[config.mk]
export PLATFORM = sky130hd
export DESIGN_NAME = cmos_8bit_alu_bcd_top
export DESIGN_NICKNAME = d
export VERILOG_FILES = /design/src/rtl/core/alubcd_pkg.sv /design/src/rtl/core/alubcd_addsub.sv /design/src/rtl/core/alubcd_exec.sv /design/src/rtl/core/cmos_8bit_alu_bcd_top.sv
export SDC_FILE = /design/constraint.sdc
export NUM_CORES = 1
export LEC_CHECK = 0
export BUFFER_PORTS_ARGS = -buffer_cell sky130_fd_sc_hd__buf_2
export CORE_AREA = 2 2 99 101
export CTS_CLUSTER_DIAMETER = 80
export CTS_CLUSTER_SIZE = 30
export DETAILED_ROUTE_END_ITERATION = 8
export DIE_AREA = 0 0 101 103
export PLACE_DENSITY = 0.82
export SLEW_MARGIN = 30
export SYNTH_ARGS = -nofsm -noshare
export SYNTH_HDL_FRONTEND = slang
export SYNTH_SLANG_ARGS = --single-unit
[constraint.sdc]
create_clock -name clk_i -period 5.02 [get_ports clk_i]
set_input_delay 0.251 -clock clk_i [delete_from_list [all_inputs] [get_ports clk_i]]
set_output_delay 0.251 -clock clk_i [all_outputs]
set_load 0.005 [all_outputs]
[src/rtl/core/alubcd_pkg.sv]
// Package for the 8-bit ALU with decimal mode.
// Holds the operation codes, status bit positions and the adder result type.
// No dependencies.
package alubcd_pkg;

  typedef enum logic [3:0] {
    OP_ADC    = 4'd0,
    OP_SBC    = 4'd1,
    OP_CMP    = 4'd2,
    OP_BIT    = 4'd3,
    OP_BITIMM = 4'd4,
    OP_ASL    = 4'd5,
    OP_LSR    = 4'd6,
    OP_ROL    = 4'd7,
    OP_ROR    = 4'd8,
    OP_ORA    = 4'd9,
    OP_AND    = 4'd10,
    OP_EOR    = 4'd11,
    OP_INC    = 4'd12,
    OP_DEC    = 4'd13,
    OP_TRB    = 4'd14,
    OP_TSB    = 4'd15
  } alu_op_e;

  // status byte bit positions
  localparam int unsigned FlagC = 0;
  localparam int unsigned FlagZ = 1;
  localparam int unsigned FlagD = 3;
  localparam int unsigned FlagV = 6;
  localparam int unsigned FlagN = 7;

  typedef struct packed {
    logic [7:0] res;
    logic       c;
    logic       v;
  } addsub_t;

endpackage

[src/rtl/core/alubcd_addsub.sv]
// Add/subtract unit with binary and decimal modes (ADC, SBC).
// Depends on alubcd_pkg for addsub_t.
module alubcd_addsub (
  input  logic              sub_i,
  input  logic              dec_i,
  input  logic              cin_i,
  input  logic [7:0]        a_i,
  input  logic [7:0]        v_i,
  output alubcd_pkg::addsub_t out_o
);
  import alubcd_pkg::*;

  logic [8:0] bin_sum;
  logic [8:0] bin_dif;
  logic [7:0] bin_dif_r;
  logic [5:0] add_lo;
  logic [5:0] add_lo_adj;
  logic [4:0] add_hi;
  logic       add_cy;
  logic [3:0] add_hi_r;
  logic [7:0] dec_sum;
  logic [4:0] sub_lo;
  logic [4:0] sub_hi;
  logic [3:0] sub_lo_r;
  logic [3:0] sub_hi_r;
  logic [7:0] add_r;

  // binary paths
  assign bin_sum   = {1'b0, a_i} + {1'b0, v_i} + {8'd0, cin_i};
  assign bin_dif   = {1'b0, a_i} - {1'b0, v_i} - {8'd0, ~cin_i};
  assign bin_dif_r = bin_dif[7:0];

  // decimal add: adjust each digit above 9 by 6
  assign add_lo     = {2'b00, a_i[3:0]} + {2'b00, v_i[3:0]} + {5'd0, cin_i};
  assign add_lo_adj = (add_lo > 6'd9) ? add_lo + 6'd6 : add_lo;
  assign add_hi     = {1'b0, a_i[7:4]} + {1'b0, v_i[7:4]} + {4'd0, (add_lo_adj > 6'd15)};
  assign add_cy     = add_hi > 5'd9;
  assign add_hi_r   = add_cy ? add_hi[3:0] + 4'd6 : add_hi[3:0];
  assign dec_sum    = {add_hi_r, add_lo_adj[3:0]};

  // decimal subtract: 5-bit two's complement digits, bit 4 marks a borrow
  always_comb begin
    sub_lo = {1'b0, a_i[3:0]} - {1'b0, v_i[3:0]} - {4'd0, ~cin_i};
    sub_hi = {1'b0, a_i[7:4]} - {1'b0, v_i[7:4]};
    if (sub_lo[4]) begin
      sub_lo = sub_lo - 5'd6;
      sub_hi = sub_hi - 5'd1;
    end
    if (sub_hi[4]) begin
      sub_hi = sub_hi - 5'd6;
    end
    sub_lo_r = sub_lo[3:0];
    sub_hi_r = sub_hi[3:0];
  end

  assign add_r = dec_i ? dec_sum : bin_sum[7:0];

  always_comb begin
    if (sub_i) begin
      out_o.res = dec_i ? {sub_hi_r, sub_lo_r} : bin_dif_r;
      out_o.c   = ~bin_dif[8];
      out_o.v   = (a_i[7] ^ v_i[7]) & (a_i[7] ^ bin_dif_r[7]);
    end else begin
      out_o.res = add_r;
      out_o.c   = dec_i ? add_cy : bin_sum[8];
      // decimal V comes from the adjusted result
      out_o.v   = ~(a_i[7] ^ v_i[7]) & (a_i[7] ^ add_r[7]);
    end
  end

endmodule

[src/rtl/core/alubcd_exec.sv]
// Single-pass ALU datapath: operation decode, shifts, logic ops and flag update.
// Depends on alubcd_pkg and alubcd_addsub.
module alubcd_exec (
  input  alubcd_pkg::alu_op_e op_i,
  input  logic [7:0]          a_i,
  input  logic [7:0]          v_i,
  input  logic [7:0]          p_i,
  output logic [7:0]          res_o,
  output logic [7:0]          p_o
);
  import alubcd_pkg::*;

  addsub_t    as_out;
  logic [7:0] cmp_dif;
  logic [7:0] r;
  logic [7:0] p;
  logic       nz_upd;

  alubcd_addsub u_addsub (
    .sub_i (op_i == OP_SBC),
    .dec_i (p_i[FlagD]),
    .cin_i (p_i[FlagC]),
    .a_i   (a_i),
    .v_i   (v_i),
    .out_o (as_out)
  );

  assign cmp_dif = a_i - v_i;

  always_comb begin
    r      = a_i;
    p      = p_i;
    nz_upd = 1'b1;
    case (op_i)
      OP_ADC, OP_SBC: begin
        r        = as_out.res;
        p[FlagC] = as_out.c;
        p[FlagV] = as_out.v;
      end
      OP_CMP: begin
        p[FlagC] = a_i >= v_i;
        r        = a_i;
      end
      OP_BIT: begin
        nz_upd   = 1'b0;
        p[FlagZ] = (a_i & v_i) == 8'h00;
        p[FlagN] = v_i[7];
        p[FlagV] = v_i[6];
      end
      OP_BITIMM, OP_TRB, OP_TSB: begin
        nz_upd   = 1'b0;
        p[FlagZ] = (a_i & v_i) == 8'h00;
        if (op_i == OP_TRB) begin
          r = v_i & ~a_i;
        end else if (op_i == OP_TSB) begin
          r = v_i | a_i;
        end
      end
      OP_ASL: begin
        p[FlagC] = v_i[7];
        r        = {v_i[6:0], 1'b0};
      end
      OP_LSR: begin
        p[FlagC] = v_i[0];
        r        = {1'b0, v_i[7:1]};
      end
      OP_ROL: begin
        p[FlagC] = v_i[7];
        r        = {v_i[6:0], p_i[FlagC]};
      end
      OP_ROR: begin
        p[FlagC] = v_i[0];
        r        = {p_i[FlagC], v_i[7:1]};
      end
      OP_ORA:  r = a_i | v_i;
      OP_AND:  r = a_i & v_i;
      OP_EOR:  r = a_i ^ v_i;
      OP_INC:  r = v_i + 8'd1;
      OP_DEC:  r = v_i - 8'd1;
      default: nz_upd = 1'b0;
    endcase
    if (nz_upd) begin
      // CMP sets N/Z from the difference, not from the passed-through register
      p[FlagZ] = (op_i == OP_CMP) ? (cmp_dif == 8'h00) : (r == 8'h00);
      p[FlagN] = (op_i == OP_CMP) ? cmp_dif[7] : r[7];
    end
  end

  assign res_o = r;
  assign p_o   = p;

endmodule

[src/rtl/core/cmos_8bit_alu_bcd_top.sv]
// 8-bit ALU with decimal mode: top level with operand and result registers.
// Depends on alubcd_pkg and alubcd_exec.
//
// Usage:
//   Command channel: start_i with action_i, register_in_i, operand_i and
//   flags_in_i. A command transfers at a rising edge with start_i high and
//   busy_o low. busy_o stays low, so a command can transfer every cycle.
//   Result channel: done_o marks result_o and flags_out_o for exactly one
//   cycle; the receiver takes the transfer at the edge that ends it and
//   cannot stall the block.
//   Timing: a command that transfers is held in the operand register, computed
//   from it combinationally and captured in the result register; done_o goes
//   high together with the captured result.
//   Throughput: one command per cycle, set by the single ALU pass between the
//   operand register and the result register.
//   Reset: rst_ni low clears the valid flags of both stages; no result is
//   delivered for a command in flight when reset asserts.
module cmos_8bit_alu_bcd_top (
  input  logic       clk_i,
  input  logic       rst_ni,
  input  logic       start_i,
  output logic       busy_o,
  input  logic [3:0] action_i,
  input  logic [7:0] register_in_i,
  input  logic [7:0] operand_i,
  input  logic [7:0] flags_in_i,
  output logic       done_o,
  output logic [7:0] result_o,
  output logic [7:0] flags_out_o
);
  import alubcd_pkg::*;

  logic       in_vld_q;
  alu_op_e    op_q;
  logic [7:0] a_q;
  logic [7:0] v_q;
  logic [7:0] p_q;
  logic [7:0] res_d;
  logic [7:0] p_d;
  logic       done_q;
  logic [7:0] res_q;
  logic [7:0] flags_q;
  logic       accept;

  assign busy_o = 1'b0;
  assign accept = start_i & ~busy_o;

  always_ff @(posedge clk_i or negedge rst_ni) begin
    if (!rst_ni) begin
      in_vld_q <= 1'b0;
      done_q   <= 1'b0;
    end else begin
      in_vld_q <= accept;
      done_q   <= in_vld_q;
    end
  end

  always_ff @(posedge clk_i) begin
    if (accept) begin
      op_q <= alu_op_e'(action_i);
      a_q  <= register_in_i;
      v_q  <= operand_i;
      p_q  <= flags_in_i;
    end
  end

  alubcd_exec u_exec (
    .op_i  (op_q),
    .a_i   (a_q),
    .v_i   (v_q),
    .p_i   (p_q),
    .res_o (res_d),
    .p_o   (p_d)
  );

  always_ff @(posedge clk_i) begin
    if (in_vld_q) begin
      res_q   <= res_d;
      flags_q <= p_d;
    end
  end

  assign done_o      = done_q;
  assign result_o    = res_q;
  assign flags_out_o = flags_q;

endmodule

==> results of run 1 <==
==> worst max-delay path by stage <==
stage / startpoint / endpoint / slack (ps) / cells past startpoint
6_report: v_q[0] / flags_out_o[1] / 100 / 20
5_1_grt: v_q[0] / flags_out_o[1] / -90 / 21
4_1_cts: p_q[0] / flags_out_o[1] / 0.1 / 20
3_5_place_dp: a_q[0] / flags_out_o[1] / -160 / 20
3_3_place_gp: a_q[0] / flags_out_o[1] / 40 / 20
2_1_floorplan: v_q[0] / flags_out_o[1] / 310 / 20
==> routing by layer <==
layer	global-route usage [%]	vias to the layer above	routed length (um)
met2	47.0	296	6850
met4	10.2	0	452
met5	0	-	0
met3	3.12	36	1400
met1	41.0	2296	6400
li1	-	2233	-
==> power by group through the flow <==
stage / Clock (uW) / Sequential, uW / Combinational [uW]
global placement: 0 / 493 / 796
CTS: 236 / 486 / 826
finish: 233 / 487 / 885
global route: 251 / 492 / 959
floorplan: 0 / 495 / 574
detailed placement: 0 / 495 / 818
==> critical path, stage by stage, from the launching register on <==
cell and delay, ps:
edfxtp_1 420, inv_2 90, fa_2 230, inv_1 60, fa_1 520, inv_1 80
a222oi_1 390, nand3_1 240, o21ai_2 130, o21ai_2 110, fa_2 370, inv_1 80
fa_2 460, inv_2 90, ha_2 200, nand2_1 80, and4_1 200, o311ai_2 260
o311ai_1 160, o22a_1 210, o41ai_2 330
==> registers in the layout (all words and copies together), names as in the netlist <==
register / flops
a_q: 8
done_o: 1
flags_out_o: 8
in_vld_q: 1
op_q: 4
p_q: 7
result_o: 8
v_q: 8
==> area by class of cell <==
| class | instances | area share [%] |
|---|---|---|
| flip-flops and latches | 45 | 24.0 |
| multi-input cells | 452 | 60.7 |
| clock inverters | 3 | 0.381 |
| well taps | 114 | 2.55 |
| inverters | 43 | 2.94 |
| repair buffers | 76 | 8.20 |
| clock buffers | 5 | 1.23 |
==> per-stage QoR <==
step                util, %  instance area [um2]  cells
floorplan                 -                 5000    571
global placement       57.1                 5400    724
detailed placement     57.1                 5400    724
CTS                    58.3                 5510    734
global route           59.0                 5580    738
finish                 59.0                 5580    738
==> placed cells by master, fill, tap and decap left out, drive strengths merged, types with 5 or more instances in the layout <==
master / synthesis / final
or3: 6 / 6
a32oi: 6 / 6
buf: 16 / 75
xor2: 9 / 9
nor2: 38 / 38
o22ai: 9 / 9
edfxtp: 43 / 43
clkbuf: 15 / 5
xnor2: 22 / 22
nand3: 16 / 16
ha: 57 / 57
inv: 43 / 44
o21ai: 33 / 33
a31oi: 11 / 11
o21a: 7 / 7
a22oi: 8 / 8
mux2i: 5 / 5
a21o: 8 / 8
nand2b: 9 / 9
fa: 9 / 9
a21oi: 33 / 33
a211oi: 6 / 6
nor3: 18 / 18
nand2: 45 / 45
o211ai: 7 / 7
nor2b: 9 / 9
==> repair_timing <==
action | 4_1_cts | 5_1_grt
cloned | 0 | 0
resized for setup | 4 | 15
pin swaps | 1 | 13
setup endpoints to repair | 1 | 5
hold buffers | 1 | 0
setup buffers | 1 | 4
hold endpoints to repair | 2 | 0
==> kinds of logic after synthesis <==
kind of cell / Yosys count / share of synthesized area [%]
AOI/OAI and AO/OA: 180 / 25.2
and+or+nand+nor: 166 / 16.4
buffers and inverters: 74 / 6.26
adders and majority gates: 66 / 17.9
DFF: 45 / 26.8
xor gates and xnor gates: 32 / 5.91
muxes: 7 / 1.45
other: 1 / 0.0750
==> report_table.html, run 1 <==
<table>
<tr><th>Metric</th><th>Value</th></tr>
<tr><th colspan="2">Min path</th></tr>
<tr><td>Hold WC Path Type</td><td>in2reg</td></tr>
<tr><td>Hold path depth</td><td>1</td></tr>
<tr><td>Worst hold start</td><td>operand_i[3]</td></tr>
<tr><td>Hold Crit Endpoint</td><td>v_q[3]</td></tr>
<tr><th colspan="2">Synthesis</th></tr>
<tr><td>Number of register bits inferred by synthesis</td><td>45</td></tr>
<tr><td>Top-count cell post-synth</td><td>ha_1</td></tr>
<tr><td>Net Count, Synth</td><td>668</td></tr>
<tr><td>Top FF cell, synth</td><td>edfxtp_1</td></tr>
<tr><td>Most frequent cells after synthesis</td><td>ha_1 (57), nand2_1 (45), edfxtp_1 (43)</td></tr>
<tr><td>Combined area of all synthesized cells</td><td>5000 um2</td></tr>
<tr><td>Proportion of synthesized chip area in sequential cells</td><td>around 27%</td></tr>
<tr><td>Mean Syn Cell Area</td><td>~8.8 um2</td></tr>
<tr><td>Number of synthesized flops with an enable pin</td><td>43</td></tr>
<tr><td>Unique cell type count in the Yosys netlist</td><td>77</td></tr>
<tr><td>Syn Inst Count</td><td>about 570</td></tr>
<tr><td>Area share of the leading cell type in the synthesized netlist</td><td>between 20% and 30%</td></tr>
<tr><td>Fraction of registers with async set/reset</td><td>around 4.4%</td></tr>
<tr><td>Biggest area consumer among synthesized cells</td><td>edfxtp_1</td></tr>
<tr><td>Cell types with the largest area share after synthesis</td><td>edfxtp_1 (26%), ha_1 (14%), xnor2_1 (3.9%)</td></tr>
<tr><td>Number of warnings printed during yosys synthesis</td><td>0</td></tr>
<tr><th colspan="2">Power</th></tr>
<tr><td>Combinational share of power</td><td>roughly 55%</td></tr>
<tr><td>Reg power frac</td><td>between 30% and 40%</td></tr>
<tr><td>Peak supply drop</td><td>~0.19 mV</td></tr>
<tr><td>Static Leakage</td><td>approximately 0.0023 uW</td></tr>
<tr><td>Design Power</td><td>1610 uW</td></tr>
<tr><td>Part of the total power dissipated in the clock network</td><td>between 10% and 20%</td></tr>
<tr><td>Switching power as a share of total power</td><td>approximately 42%</td></tr>
<tr><td>Total power divided by cell area</td><td>between 200 and 300 nW/um2</td></tr>
<tr><td>Internal Pwr Total</td><td>just over 900 uW</td></tr>
<tr><td>Psw</td><td>approximately 680 uW</td></tr>
<tr><th colspan="2">GRT</th></tr>
<tr><td>Remaining global-route overflow</td><td>0</td></tr>
<tr><td>Largest net degree at the start of global routing</td><td>44</td></tr>
<tr><td>Antenna violations before repair</td><td>0</td></tr>
<tr><td>Global-route wire length before repair</td><td>23400 um</td></tr>
<tr><td>All-layer global routing usage</td><td>between 20 and 30%</td></tr>
<tr><td>Number of global-route vias before repair</td><td>around 4400</td></tr>
<tr><th colspan="2">STA</th></tr>
<tr><td>Headroom to the max-slew limit</td><td>a little under half</td></tr>
<tr><td>Final setup skew</td><td>~5.3 ps</td></tr>
<tr><td>Tightest Pin Transition</td><td>~820 ps</td></tr>
<tr><td>Crit share post-route</td><td>a little over nine tenths</td></tr>
<tr><td>Max-slew violation total from the final report</td><td>0</td></tr>
<tr><td>Total negative setup slack</td><td>0 ps</td></tr>
<tr><td>Post-route setup slack</td><td>~100 ps</td></tr>
<tr><td>Hold violation count in the final report</td><td>0</td></tr>
<tr><td>Tmin final</td><td>4920 ps</td></tr>
<tr><td>Peak Freq</td><td>203 MHz</td></tr>
<tr><td># setup viols final</td><td>0</td></tr>
<tr><td>Final-layout worst hold slack</td><td>110 ps</td></tr>
<tr><th colspan="2">Detailed routing</th></tr>
<tr><td>DRC violation count after routing</td><td>0</td></tr>
<tr><td>Number of DRC markers after the initial detailed-route iteration</td><td>approximately 530</td></tr>
<tr><td>Total iterations of the first detailed-routing run</td><td>5</td></tr>
<tr><td>Total wire length after detailed routing</td><td>about 15000 um</td></tr>
<tr><td>Routed via count divided by cell count</td><td>between 6 and 7</td></tr>
<tr><td>Via count</td><td>~5000</td></tr>
<tr><td>Wirelength per Cell</td><td>20.5 um</td></tr>
<tr><td>Count of nets left with antenna violations after detail routing</td><td>0</td></tr>
<tr><th colspan="2">Floorplanning</th></tr>
<tr><td>Number of top-level pins</td><td>a little under 50</td></tr>
<tr><td>Die X-Extent</td><td>around 100 um</td></tr>
<tr><td>Num rows</td><td>36</td></tr>
<tr><td>Initial core utilization</td><td>52.8%</td></tr>
<tr><td>Placeable core area</td><td>about 9500 um2</td></tr>
<tr><td>Y dimension of the die</td><td>between 100 and 150 um</td></tr>
<tr><td>Die area</td><td>approximately 10000 um2</td></tr>
<tr><th colspan="2">Clocking</th></tr>
<tr><td>CTS max path bufs</td><td>2</td></tr>
<tr><td>Number of buffers created by CTS</td><td>5</td></tr>
<tr><td>CTS clk-pin slew, worst paths</td><td>90 ps</td></tr>
<tr><td>Root buf cell</td><td>clkbuf_8</td></tr>
<tr><td>Count of clock tree sinks</td><td>45</td></tr>
<tr><td># H-tree levels</td><td>2</td></tr>
<tr><td>Clock tree from TritonCTS</td><td>built</td></tr>
<tr><td>Clk_lat worst skew</td><td>between 300 and 400 ps</td></tr>
<tr><th colspan="2">Setup path</th></tr>
<tr><td>RR Startpoint</td><td>v_q[0]</td></tr>
<tr><td>Arr. time, crit path</td><td>5040 ps</td></tr>
<tr><td>Startpoint-to-endpoint class of the critical path</td><td>reg2reg</td></tr>
<tr><td>Register-to-Register Path Depth</td><td>20</td></tr>
<tr><td>Crit start category</td><td>flop</td></tr>
<tr><td>Reg-to-Reg End</td><td>flags_out_o[1]</td></tr>
<tr><td>Worst path required time</td><td>just over 5000 ps</td></tr>
<tr><td>CP Capture Type</td><td>flop</td></tr>
<tr><td>Max FO, Critical Path</td><td>3</td></tr>
<tr><td>R2R setup slack</td><td>100 ps</td></tr>
<tr><th colspan="2">Layout</th></tr>
<tr><td>Fraction of final layout cells sized beyond drive strength 1</td><td>about 18%</td></tr>
<tr><td>Post-layout nets</td><td>720</td></tr>
<tr><td>Area growth from synthesis to final layout</td><td>11.7%</td></tr>
<tr><td>Multi-input gate area in the final layout</td><td>about 3400 um2</td></tr>
<tr><td>Number of antenna repair diodes</td><td>0</td></tr>
<tr><td>Count of fill cells added during filler insertion</td><td>868</td></tr>
<tr><td>Sequential cell area in the final layout</td><td>1340 um2</td></tr>
<tr><th colspan="2">Placed design</th></tr>
<tr><td>Routability-driven placement congestion ratio</td><td>1.00</td></tr>
<tr><td>HPWL Detailed</td><td>11500 um</td></tr>
<tr><td>Buffers on Ports</td><td>46</td></tr>
<tr><td>Worst-case setup slack after placement</td><td>-162 ps</td></tr>
<tr><th colspan="2">Run status</th></tr>
<tr><td>Result of the run</td><td>completed</td></tr>
<tr><th colspan="2">Run</th></tr>
<tr><td>Max Cap Violations</td><td>0</td></tr>
</table>
No activity file was read; power rests on OpenSTA's default activity.
==> run 2: changes to the inputs <==
Settings changed: CORE_AREA 2 2 99 101 to 2 2 100 102, DIE_AREA 0 0 101 103 to 0 0 102 104, PLACE_DENSITY 0.82 to 0.83, SYNTH_HIERARCHICAL set to 1.
==> run 2 against run 1 <==
The run now ends with negative setup slack left; routed wire length is 9.1% lower; largest cell class unchanged; critical path depth rose by 4; count of clock-buffer cells in the layout rose by 2; first-iteration DRC count shrank 46%; power increased by 0.30%; register-to-register slack worse by 170 ps; critical path type unchanged; combinational power grew 2%; clock power decreased by 6%; cell area rose by 3.2%; global-route usage shrank 3.4 points; highest routed layer unchanged.
==> report_table.html, run 2 <==
<table>
<tr><th>Metric</th><th>Value</th></tr>
<tr><th colspan="2">GRT</th></tr>
<tr><td>Number of global-route vias before repair</td><td>4528</td></tr>
<tr><td>Remaining global-route overflow</td><td>0</td></tr>
<tr><td>Top Usage Layer GRT</td><td>met2</td></tr>
<tr><td>Met2 usage</td><td>41.0%</td></tr>
<tr><td>Antenna violations before repair</td><td>0</td></tr>
<tr><td>Global-route wire length before repair</td><td>22000 um</td></tr>
<tr><td>GR Layer Usage met1</td><td>35.1%</td></tr>
<tr><td>All-layer global routing usage</td><td>25.7%</td></tr>
<tr><td>Routing usage on met3</td><td>around 4.8%</td></tr>
<tr><td>Largest net degree at the start of global routing</td><td>45</td></tr>
<tr><th colspan="2">Placed design</th></tr>
<tr><td>Buffers on Ports</td><td>46</td></tr>
<tr><td>Area of placed instances</td><td>5570 um2</td></tr>
<tr><td>Routability-driven placement congestion ratio</td><td>around 0.96</td></tr>
<tr><td>HPWL Detailed</td><td>10200 um</td></tr>
<tr><th colspan="2">Synthesis</th></tr>
<tr><td>Number of warnings printed during yosys synthesis</td><td>6</td></tr>
<tr><td>Combined area of all synthesized cells</td><td>about 5100 um2</td></tr>
<tr><td>Syn Inst Count</td><td>566</td></tr>
<tr><td>Mean Syn Cell Area</td><td>about 9 um2</td></tr>
<tr><td>Net Count, Synth</td><td>roughly 670</td></tr>
<tr><th colspan="2">Detailed routing</th></tr>
<tr><td>Via count</td><td>4649</td></tr>
<tr><td>Total wire length after detailed routing</td><td>13700 um</td></tr>
<tr><td>Wirelength per Cell</td><td>between 15 and 20 um</td></tr>
<tr><td>Count of nets left with antenna violations after detail routing</td><td>0</td></tr>
<tr><td>Number of DRC markers after the initial detailed-route iteration</td><td>around 290</td></tr>
<tr><td>DRC violation count after routing</td><td>0</td></tr>
<tr><td>Total iterations of the first detailed-routing run</td><td>5</td></tr>
<tr><td>Routed via count divided by cell count</td><td>slightly above 6</td></tr>
<tr><th colspan="2">Layout</th></tr>
<tr><td>Most common cell after layout, fill and taps aside</td><td>ha_1</td></tr>
<tr><td>Post-layout nets</td><td>around 720</td></tr>
<tr><td>Area growth from synthesis to final layout</td><td>12.7%</td></tr>
<tr><td>Number of antenna repair diodes</td><td>0</td></tr>
<tr><td>Count of fill cells added during filler insertion</td><td>between 800 and 900</td></tr>
<tr><td>Final Cell Area</td><td>around 5800 um2</td></tr>
<tr><td>Fraction of final layout cells sized beyond drive strength 1</td><td>between 20% and 30%</td></tr>
<tr><td>Most frequent cells in the layout</td><td>ha_1 (60), inv_1 (50), buf_2 (46), edfxtp_1 (43), a21oi_1 (40)</td></tr>
<tr><th colspan="2">Clocking</th></tr>
<tr><td>Clock tree from TritonCTS</td><td>built</td></tr>
<tr><td>CTS max path bufs</td><td>2</td></tr>
<tr><td>Count of clock tree sinks</td><td>45</td></tr>
<tr><td>Clk_lat worst skew</td><td>around 300 ps</td></tr>
<tr><td># H-tree levels</td><td>2</td></tr>
<tr><td>Root buf cell</td><td>clkbuf_8</td></tr>
<tr><td>Number of buffers created by CTS</td><td>5</td></tr>
<tr><td>CTS clk-pin slew, worst paths</td><td>around 90 ps</td></tr>
<tr><th colspan="2">STA</th></tr>
<tr><td>RSZ-0062 raised after global routing</td><td>yes</td></tr>
<tr><td>Total negative setup slack</td><td>-61.4 ps</td></tr>
<tr><td>Max-slew violation total from the final report</td><td>0</td></tr>
<tr><td># setup viols final</td><td>1</td></tr>
<tr><td>Peak Freq</td><td>between 150 and 200 MHz</td></tr>
<tr><td>Final-layout worst hold slack</td><td>115 ps</td></tr>
<tr><td>Tightest Pin Transition</td><td>roughly 940 ps</td></tr>
<tr><td>Post-route setup slack</td><td>-61.4 ps</td></tr>
<tr><td>Tmin final</td><td>a little over 5000 ps</td></tr>
<tr><td>Headroom to the max-slew limit</td><td>a little under two fifths</td></tr>
<tr><td>Hold violation count in the final report</td><td>0</td></tr>
<tr><td>Crit share post-route</td><td>101%</td></tr>
<tr><td>Final setup skew</td><td>11.6 ps</td></tr>
<tr><th colspan="2">Setup path</th></tr>
<tr><td>First element of the critical path</td><td>v_q[0]</td></tr>
<tr><td>Startpoint-to-endpoint class of the critical path</td><td>reg2reg</td></tr>
<tr><td>Register-to-Register Path Depth</td><td>24</td></tr>
<tr><td>RR Startpoint</td><td>v_q[0]</td></tr>
<tr><td>CP Capture Type</td><td>flop</td></tr>
<tr><td>Worst path required time</td><td>5140 ps</td></tr>
<tr><td>Crit start category</td><td>flop</td></tr>
<tr><td>R2R setup slack</td><td>-60 ps</td></tr>
<tr><td>Reg-to-Reg End</td><td>flags_out_o[1]</td></tr>
<tr><td>Max FO, Critical Path</td><td>3</td></tr>
<tr><td>Arr. time, crit path</td><td>about 5200 ps</td></tr>
<tr><td>Worst setup path endpoint</td><td>flags_out_o[1]</td></tr>
<tr><th colspan="2">Power</th></tr>
<tr><td>Static Leakage</td><td>~0.0024 uW</td></tr>
<tr><td>Peak supply drop</td><td>approximately 0.16 mV</td></tr>
<tr><td>Reg power frac</td><td>a little under a third</td></tr>
<tr><td>Combinational share of power</td><td>a little under three fifths</td></tr>
<tr><td>Switching power as a share of total power</td><td>around two fifths</td></tr>
<tr><td>Part of the total power dissipated in the clock network</td><td>between 10% and 20%</td></tr>
<tr><td>Total power divided by cell area</td><td>between 200 and 300 nW/um2</td></tr>
<tr><td>Psw</td><td>approximately 650 uW</td></tr>
<tr><td>Internal Pwr Total</td><td>approximately 960 uW</td></tr>
<tr><th colspan="2">Floorplanning</th></tr>
<tr><td>Num rows</td><td>36</td></tr>
<tr><td>Number of top-level pins</td><td>49</td></tr>
<tr><td>Die area</td><td>10600 um2</td></tr>
<tr><td>Die X-Extent</td><td>about 100 um</td></tr>
<tr><td>Initial core utilization</td><td>around 54%</td></tr>
<tr><td>Y dimension of the die</td><td>about 100 um</td></tr>
<tr><td>Placeable core area</td><td>around 9500 um2</td></tr>
<tr><th colspan="2">Run status</th></tr>
<tr><td>Failing checks</td><td>negative setup slack</td></tr>
<tr><td>Result of the run</td><td>complete, but fails checks</td></tr>
<tr><th colspan="2">Run</th></tr>
<tr><td>Max Cap Violations</td><td>0</td></tr>
<tr><th colspan="2">Min path</th></tr>
<tr><td>Hold WC Path Type</td><td>in2reg</td></tr>
</table>
run 2: cell types whose count changed in the layout (fill, tap and decap cells not counted), moves of 6 or more:
cell,change
a21oi_1,+7
nor2_1,-8
o21ai_0,-9
nand4_1,+8
buf_4,+6
nor3_1,-7
nand2_1,-19
a31oi_1,-7
inv_1,+16
xnor2_1,+7
run 2: critical path, stage by stage (launching register included):
cell and delay (ps):
edfxtp_1 360, inv_2 50, fa_2 400, fa_2 410
o21bai_1 190, a21oi_2 90, buf_4 140, nand2_2 70
o21ai_2 60, fa_2 350, inv_2 70, fa_2 430
buf_4 150, nor3_2 200, a21o_1 110, o21a_1 160
buf_4 140, o21ai_0 100, a32o_1 270, o22a_1 200
a21oi_1 140, nor3_1 80, a21oi_1 190, a32oi_2 150
o41ai_2 360
run 2: repair_timing:
item / 4_1_cts / 5_1_grt
resized for setup: 6 / 9
endpoints found under the hold margin: 2 / 0
hold buffers: 1 / 0
endpoints found under the setup margin: 2 / 5
pin swaps: 8 / 10
buffers inserted: 2 / 4
run 2: how the worst min path moves through the flow:
stage	start	end	slack, ps	depth (start not counted)
after floorplan	rst_ni	done_o	-40	0
after global placement	rst_ni	done_o	40	1
after detailed placement	rst_ni	done_o	40	1
after CTS	action_i[0]	op_q[0]	110	1
after global routing	operand_i[4]	v_q[4]	100	1
final	action_i[0]	op_q[0]	120	1
run 2: metal layers:
metal,wire [um],share of wire [%],vias to the layer above
met1,5730,42,2211
met4,326,2.4,0
li1,-,-,2167
met3,1160,8.4,35
met5,0,0,-
met2,6510,47,236
run 2: layout make-up:
type | count | area, um2 | area share [%]
repair buffers | 82 | 503 | 8.73
well taps | 133 | 166 | 2.89
flip-flops and latches | 45 | 1340 | 23.3
clock inverters | 1 | 7.51 | 0.130
multi-input cells | 432 | 3460 | 60.0
clock buffers | 7 | 76.3 | 1.32
inverters | 56 | 210 | 3.65
run 2: power by group through the flow:
stage / logic (uW) / clock network [uW] / registers (uW)
6_report: 903 / 219 / 488
5_1_grt: 981 / 238 / 493
4_1_cts: 863 / 224 / 488
3_5_place_dp: 843 / 0 / 496
3_3_place_gp: 813 / 0 / 494
2_1_floorplan: 612 / 0 / 496
run 2: per-stage QoR:
step / worst slack, ps / instances / total power, uW / utilization (%)
finish: -61.4 / 756 / 1610 / 60.4
global route: -307 / 756 / 1710 / 60.4
CTS: 27.8 / 753 / 1570 / 59.7
detailed placement: -203 / 742 / 1340 / 58.3
global placement: -82.1 / 742 / 1310 / 58.3
floorplan: -19.5 / 566 / 1110 / -
